$ cat config.mk
export PLATFORM = sky130hd
export DESIGN_NAME = multi_queue_fifo_manager_core
export DESIGN_NICKNAME = d
export VERILOG_FILES = /design/src/rtl/core/mqfm_pkg.sv /design/src/rtl/core/multi_queue_fifo_manager_core.sv
export SDC_FILE = /design/constraint.sdc
export NUM_CORES = 2
export LEC_CHECK = 0
export BUFFER_PORTS_ARGS = -buffer_cell sky130_fd_sc_hd__buf_2
export CORE_UTILIZATION = 35
export CTS_CLUSTER_DIAMETER = 60
export DETAILED_ROUTE_END_ITERATION = 10
export SKIP_LAST_GASP = 1
export SYNTH_ARGS = -nofsm -noshare
export SYNTH_HDL_FRONTEND = slang
export SYNTH_SLANG_ARGS = --single-unit
$ cat constraint.sdc
create_clock -name clk -period 11 [get_ports clk]
set_input_delay 2.2 -clock clk [delete_from_list [all_inputs] [get_ports clk]]
set_output_delay 2.2 -clock clk [all_outputs]
set_load 0.02 [all_outputs]
$ cat src/rtl/core/mqfm_pkg.sv
`default_nettype none

package mqfm_pkg;

  localparam int NUM_QUEUES_DEF  = 8;
  localparam int QUEUE_DEPTH_DEF = 16;
  localparam int ID_WIDTH_DEF    = 16;

  localparam logic [3:0]  QUEUES_RESET = 4'd8;
  localparam logic [15:0] SERVED_MAX   = 16'hFFFF;

  typedef enum logic {
    OP_ENQUEUE = 1'b0,
    OP_DEQUEUE = 1'b1
  } op_t;

  typedef enum logic [1:0] {
    ST_OK      = 2'd0,
    ST_INVALID = 2'd1,
    ST_EMPTY   = 2'd2,
    ST_FULL    = 2'd3
  } status_t;

  typedef struct packed {
    op_t         operation;
    logic [2:0]  queue_index;
    logic [15:0] item_id;
  } item_t;

  typedef struct packed {
    status_t     status;
    logic [15:0] item_out;
    logic [4:0]  queue_count;
    logic [15:0] served_total;
    logic [7:0]  waiting_total;
  } result_t;

endpackage

`default_nettype wire

$ cat src/rtl/core/multi_queue_fifo_manager_core.sv
`default_nettype none

// Several FIFO queues of item ids, each a fixed ring in one shared store.
// Command channel: an item (operation, queue_index, item_id) is transferred at
// a rising edge where start is high and busy is low. Busy is high only while
// rst is asserted, so an item may be issued in every cycle.
// Result channel: done is high for exactly one cycle together with result;
// the receiver cannot stall it. Each item gives one result, in order, after
// it has passed the s1 and s2 registers. Throughput is one item per cycle:
// each item reads and updates one queue's head and count registers in a single
// stage and touches one word of the store, whose dequeue read is registered.
// The count, served and waiting figures in a result are those after its step.
// Configuration: cfg_write with cfg_data sets queues_in_use; write it only
// while no item is in flight.
// Reset: head pointers, counts, the served and waiting counters and the
// pipeline valid bits are cleared, queues_in_use returns to 8. The store is
// not cleared; the ring discipline never reads an unwritten word.
module multi_queue_fifo_manager_core #(
  parameter int NUM_QUEUES  = mqfm_pkg::NUM_QUEUES_DEF,
  parameter int QUEUE_DEPTH = mqfm_pkg::QUEUE_DEPTH_DEF,
  parameter int ID_WIDTH    = mqfm_pkg::ID_WIDTH_DEF
) (
  input  wire logic             clk,
  input  wire logic             rst,
  input  wire logic             start,
  output logic                  busy,
  input  wire mqfm_pkg::item_t  item,
  output logic                  done,
  output mqfm_pkg::result_t     result,
  input  wire logic             cfg_write,
  input  wire logic [3:0]       cfg_data
);

  localparam int QIW   = (NUM_QUEUES > 1) ? $clog2(NUM_QUEUES) : 1;
  localparam int PW    = (QUEUE_DEPTH > 1) ? $clog2(QUEUE_DEPTH) : 1;
  localparam int CW    = $clog2(QUEUE_DEPTH + 1);
  localparam int DEPTH = NUM_QUEUES * QUEUE_DEPTH;
  localparam int AW    = (DEPTH > 1) ? $clog2(DEPTH) : 1;
  localparam int WW    = $clog2(DEPTH + 1);

  logic [ID_WIDTH-1:0] store [DEPTH];
  logic [PW-1:0]       head_pointer [NUM_QUEUES];
  logic [CW-1:0]       entry_count [NUM_QUEUES];
  logic [15:0]         served;
  logic [WW-1:0]       waiting;
  logic [3:0]          queues_in_use;

  logic                s1_valid;
  mqfm_pkg::item_t     s1;
  logic                s2_valid;
  mqfm_pkg::status_t   s2_status;
  logic [4:0]          s2_count;
  logic                s2_deq;
  logic [ID_WIDTH-1:0] rd_data;

  logic [QIW-1:0]      qi;
  logic                valid_q;
  logic [PW-1:0]       hd;
  logic [CW-1:0]       cnt;
  logic [PW:0]         tail_sum;
  logic [PW:0]         head_sum;
  logic [PW-1:0]       tail;
  logic [PW-1:0]       head_next;
  logic [AW-1:0]       waddr;
  logic [AW-1:0]       raddr;
  mqfm_pkg::status_t   status_next;
  logic [CW-1:0]       count_next;
  logic                enq_do;
  logic                deq_do;

  assign busy = rst;

  always_comb begin
    qi      = QIW'(s1.queue_index);
    valid_q = ({1'b0, s1.queue_index} < queues_in_use) &&
              (int'(s1.queue_index) < NUM_QUEUES);
    hd      = head_pointer[qi];
    cnt     = entry_count[qi];

    tail_sum  = (PW+1)'(hd) + (PW+1)'(cnt);
    tail      = (tail_sum >= (PW+1)'(QUEUE_DEPTH)) ?
                PW'(tail_sum - (PW+1)'(QUEUE_DEPTH)) : PW'(tail_sum);
    head_sum  = (PW+1)'(hd) + (PW+1)'(1);
    head_next = (head_sum >= (PW+1)'(QUEUE_DEPTH)) ?
                PW'(head_sum - (PW+1)'(QUEUE_DEPTH)) : PW'(head_sum);
    waddr     = AW'(int'(qi) * QUEUE_DEPTH + int'(tail));
    raddr     = AW'(int'(qi) * QUEUE_DEPTH + int'(hd));

    status_next = mqfm_pkg::ST_OK;
    count_next  = cnt;
    enq_do      = 1'b0;
    deq_do      = 1'b0;
    priority if (!valid_q) begin
      status_next = mqfm_pkg::ST_INVALID;
      count_next  = '0;
    end else if (s1.operation == mqfm_pkg::OP_ENQUEUE) begin
      if (cnt == CW'(QUEUE_DEPTH)) begin
        status_next = mqfm_pkg::ST_FULL;
      end else begin
        enq_do     = s1_valid;
        count_next = cnt + CW'(1);
      end
    end else begin
      if (cnt == '0) begin
        status_next = mqfm_pkg::ST_EMPTY;
      end else begin
        deq_do     = s1_valid;
        count_next = cnt - CW'(1);
      end
    end
  end

  always_ff @(posedge clk) begin
    if (rst) begin
      s1_valid      <= 1'b0;
      s2_valid      <= 1'b0;
      served        <= '0;
      waiting       <= '0;
      queues_in_use <= mqfm_pkg::QUEUES_RESET;
      for (int i = 0; i < NUM_QUEUES; i++) begin
        head_pointer[i] <= '0;
        entry_count[i]  <= '0;
      end
    end else begin
      s1_valid <= start && !busy;
      s2_valid <= s1_valid;
      if (cfg_write) begin
        queues_in_use <= cfg_data;
      end
      if (enq_do) begin
        entry_count[qi] <= count_next;
        waiting         <= waiting + WW'(1);
      end
      if (deq_do) begin
        entry_count[qi]  <= count_next;
        head_pointer[qi] <= head_next;
        waiting          <= waiting - WW'(1);
        if (served != mqfm_pkg::SERVED_MAX) begin
          served <= served + 16'd1;
        end
      end
    end
  end

  // Payload registers carry no reset.
  always_ff @(posedge clk) begin
    if (start && !busy) begin
      s1 <= item;
    end
    s2_status <= status_next;
    s2_count  <= 5'(count_next);
    s2_deq    <= deq_do;
  end

  always_ff @(posedge clk) begin
    if (enq_do) begin
      store[waddr] <= ID_WIDTH'(s1.item_id);
    end
    if (deq_do) begin
      rd_data <= store[raddr];
    end
  end

  // The served and waiting counters already hold the values after the item
  // now in the result stage, since the next item updates them at this edge.
  always_comb begin
    done                 = s2_valid;
    result.status        = s2_status;
    result.item_out      = s2_deq ? 16'(rd_data) : 16'd0;
    result.queue_count   = s2_count;
    result.served_total  = served;
    result.waiting_total = 8'(waiting);
  end

endmodule

`default_nettype wire

==> impl_metrics.env <==
export IMPL_placement_rows=181
export IMPL_grt_overflow_total=0
export IMPL_numClockSinks=2197
export IMPL_die_area_sq_um=247000
export IMPL_yosysMostFrequentCell="edfxtp_1"
export IMPL_crit_path_end_kind="register"
export IMPL_placement_stage_worst_setup_slack_ns=4.76
export IMPL_detailedRoute_firstIterationViolations=6769
export IMPL_p_sw_share_pct=25.4
export IMPL_cts_resized=0
export IMPL_cts_htree_levels=4
export IMPL_synth_top_cells_by_count="edfxtp_1, nand2_1, nand3_1, nand4_1, nor2_1"
export IMPL_gpl_final_weighted_congestion=0.831
export IMPL_criticalPathCategory="reg2reg"
export IMPL_powerDensity_nw_per_um2=190
export IMPL_ys_seq_elements=2197
export IMPL_post_synth_top_area_fraction_pct=75.4
export IMPL_final_antenna_net_count=0
export IMPL_setup_viol_count_final=0
export IMPL_cp_data_required_time_ns=11.71
export IMPL_synthDominantAreaCellType="edfxtp_1"
export IMPL_synthDistinctLibCells=52
export IMPL_dp_hpwl_um=136000
export IMPL_internal_power_uw=13700
export IMPL_fin_tns_setup_ns=0
export IMPL_fin_nets=6717
export IMPL_routed_via_count=54500
export IMPL_cells_after_synth=6568
export IMPL_synth_net_count=6613
export IMPL_fin_ws_ns=4.69
export IMPL_synth_area_sq_um=85800
export IMPL_post_drt_via_cell_ratio=5.42
export IMPL_synth_async_reset_ratio_pct=0
export IMPL_tritoncts="yes"
export IMPL_max_slew_worst_pin_slew_ns=1.18
export IMPL_fp_dieH_um=497
export IMPL_floorplan_io_pins=77
export IMPL_cts_setup_buffers=0
export IMPL_grt_pass1_wl_um=354000
export IMPL_cts_hold_fix_buffers=0
export IMPL_final_fill_count=22500
export IMPL_yosysSeqAreaShare_pct=76.4
export IMPL_post_drt_wl_per_cell_um=24.2
export IMPL_clock_skew_final_ns=0.0625
export IMPL_rsz0062_at_grt="no"
export IMPL_timing_final_max_slew_violations=0
export IMPL_worst_slew_margin_rel_pct=21.5
export IMPL_netlist_top_cells_area="edfxtp_1, nand2_1, nand3_1, nand4_1, a31oi_1"
export IMPL_floorplan_initialDensity_pct=35.2
export IMPL_grt_start_max_net_pins=214
export IMPL_synth_avg_cell_area_sq_um=13.1
export IMPL_worstPathArrival_ns=7.02
export IMPL_run_status="completed"
export IMPL_drt_pass1_iter_count=6
export IMPL_peakVddDrop_mv=0.153
export IMPL_area_growth_pct=13.3
export IMPL_timing_final_hold_violations=0
export IMPL_cts_root_buf="clkbuf_16"
export IMPL_holdWs_ns=0.488
export IMPL_core_area_sq_um=243000
export IMPL_clock_power_share_pct=39.4
export IMPL_power_share_combinational_pct=10.1
export IMPL_min_period_over_period_pct=57.4
export IMPL_ys_dominant_reg_cell="edfxtp_1"
export IMPL_globalRouteTotalUtil_pct=19.2
export IMPL_hold_path_class="reg2reg"
export IMPL_regArea_sq_um=65600
export IMPL_final_core_utilization_pct=40.0
export IMPL_critPathLaunchType="register"
export IMPL_clk_transition_reported_paths_ns=0.06
export IMPL_postRouteWirelength_um=244000
export IMPL_cap_violations=0
export IMPL_net_switching_power_uw=4690
export IMPL_tritoncts_num_buffers=213
export IMPL_seqPwrFrac_pct=50.5
export IMPL_period_minus_slack_ns=6.31
export IMPL_clk_latency_ns=0.87
export IMPL_yosysWarningCount=0
export IMPL_count_of_buffers_inserted_at_the_top_level_ports=76
export IMPL_antenna_found_initial=10
export IMPL_static_leakage_power_uw=0.0322
export IMPL_chipWidth_um=497
export IMPL_drc_errors_left=0
export IMPL_total_area_of_multi_input_combinational_cells_sq_um=18700
export IMPL_cts_max_path_buffers=3
export IMPL_synth_enable_flop_cells=2156
export IMPL_fmax_mhz=158
export IMPL_drive_gt1_share_pct=9.62
export IMPL_worst_path_max_fanout=105
export IMPL_first_global_vias=52000
[flip-flops by register name, summed over array words and instances, names as in the netlist, named ones only]
signal	flops
qi	3
s2_count	5
queues_in_use	4
waiting	8
entry_count	40
s2_status	2
done	1
head_pointer	32
rd_data	16
s1	17
s2_deq	1
s1_valid	1
store	2048
served	16
[cell type report]
class,count,area share [%]
diodes,2,0.00515
clock buffers,256,5.72
clock inverters,129,1.39
inverters,15,0.0656
multi-input cells,3960,19.2
flip-flops and latches,2197,67.4
well taps,3202,4.12
repair buffers,285,2.09
[routing by layer]
layer | part of all wire, % | vias up | GRT usage (%)
met2 | 47 | 2396 | 30.5
met5 | 0.017 | - | 0
li1 | - | 24100 | -
met1 | 42 | 27600 | 26.6
met3 | 8.2 | 403 | 3.04
met4 | 3.1 | 6 | 6.54
[metrics by stage]
step / std cells / total power, uW / area [sq um]
after floorplan: 6568 / 10600 / 85800
after global placement: 9659 / 11300 / 90300
after detailed placement: 9659 / 11300 / 90300
after CTS: 10000 / 18500 / 97300
after global routing: 10000 / 19000 / 97300
final: 10000 / 18400 / 97300
[worst max-delay path: stages, from the launching register on]
cell,delay [ns]
dfxtp_1,0.88
mux4_2,0.40
mux2i_4,0.07
buf_4,0.34
inv_8,0.60
buf_4,0.83
buf_4,0.66
buf_4,0.79
nand2_1,0.12
a31oi_1,0.23
nand4_1,0.29
nand4_1,0.50
nor2_1,0.07
nand2_1,0.08
[cell usage in the layout, fill, tap and decap left out, drive strengths merged, types with 2 or more instances in the layout]
| cell | synthesis | routed |
|---|---|---|
| a21o | 22 | 22 |
| a21oi | 15 | 15 |
| a31oi | 256 | 256 |
| and2 | 18 | 18 |
| and3 | 2 | 2 |
| and3b | 2 | 2 |
| and4 | 2 | 2 |
| buf | 147 | 285 |
| bufinv | 0 | 19 |
| clkbuf | 249 | 256 |
| clkinv | 0 | 96 |
| clkinvlp | 0 | 5 |
| dfxtp | 41 | 41 |
| diode | 0 | 2 |
| edfxtp | 2156 | 2156 |
| fa | 2 | 2 |
| ha | 15 | 15 |
| inv | 15 | 24 |
| mux2 | 7 | 7 |
| mux2i | 19 | 19 |
| mux4 | 18 | 18 |
| nand2 | 2124 | 2124 |
| nand2b | 5 | 5 |
| nand3 | 784 | 784 |
| nand3b | 5 | 5 |
| nand4 | 323 | 323 |
| nor2 | 271 | 271 |
| nor2b | 4 | 4 |
| nor3 | 6 | 6 |
| nor3b | 3 | 3 |
| o21ai | 11 | 11 |
| o21bai | 2 | 2 |
| or3 | 7 | 7 |
| or3b | 2 | 2 |
| xnor2 | 18 | 18 |
| xor2 | 8 | 8 |
[worst paths after layout]
| kind | start | end | slack, ns | cells after the start |
|---|---|---|---|---|
| max reg2reg | register | rd_data[0]$_DFFE_PP_ | 4.69 | 13 |
| min reg2reg | waiting[5]$_SDFFE_PP0P_ | waiting[5]$_SDFFE_PP0P_ | 0.49 | 2 |
| min | waiting[5]$_SDFFE_PP0P_ | waiting[5]$_SDFFE_PP0P_ | 0.49 | 2 |
| max | register | rd_data[0]$_DFFE_PP_ | 4.69 | 13 |
[kinds of logic after synthesis]
| kind of cell | after synthesis | share of synthesized area, % |
|---|---|---|
| AOI/OAI and AO/OA | 312 | 2.30 |
| xor gates and xnor gates | 26 | 0.274 |
| adders and majority gates | 17 | 0.265 |
| buffers and inverters | 411 | 1.97 |
| DFF | 2197 | 76.4 |
| muxes | 44 | 0.815 |
| and+or+nand+nor | 3561 | 18.0 |
[power groups by stage]
stage | logic [uW] | clock network (uW) | registers, uW
after floorplan | 1060 | 0 | 9560
after global placement | 1830 | 0 | 9480
after detailed placement | 1850 | 0 | 9480
after CTS | 1860 | 7350 | 9310
after global routing | 2000 | 7660 | 9300
final | 1860 | 7270 | 9310
(Power assumes the default switching activity.)
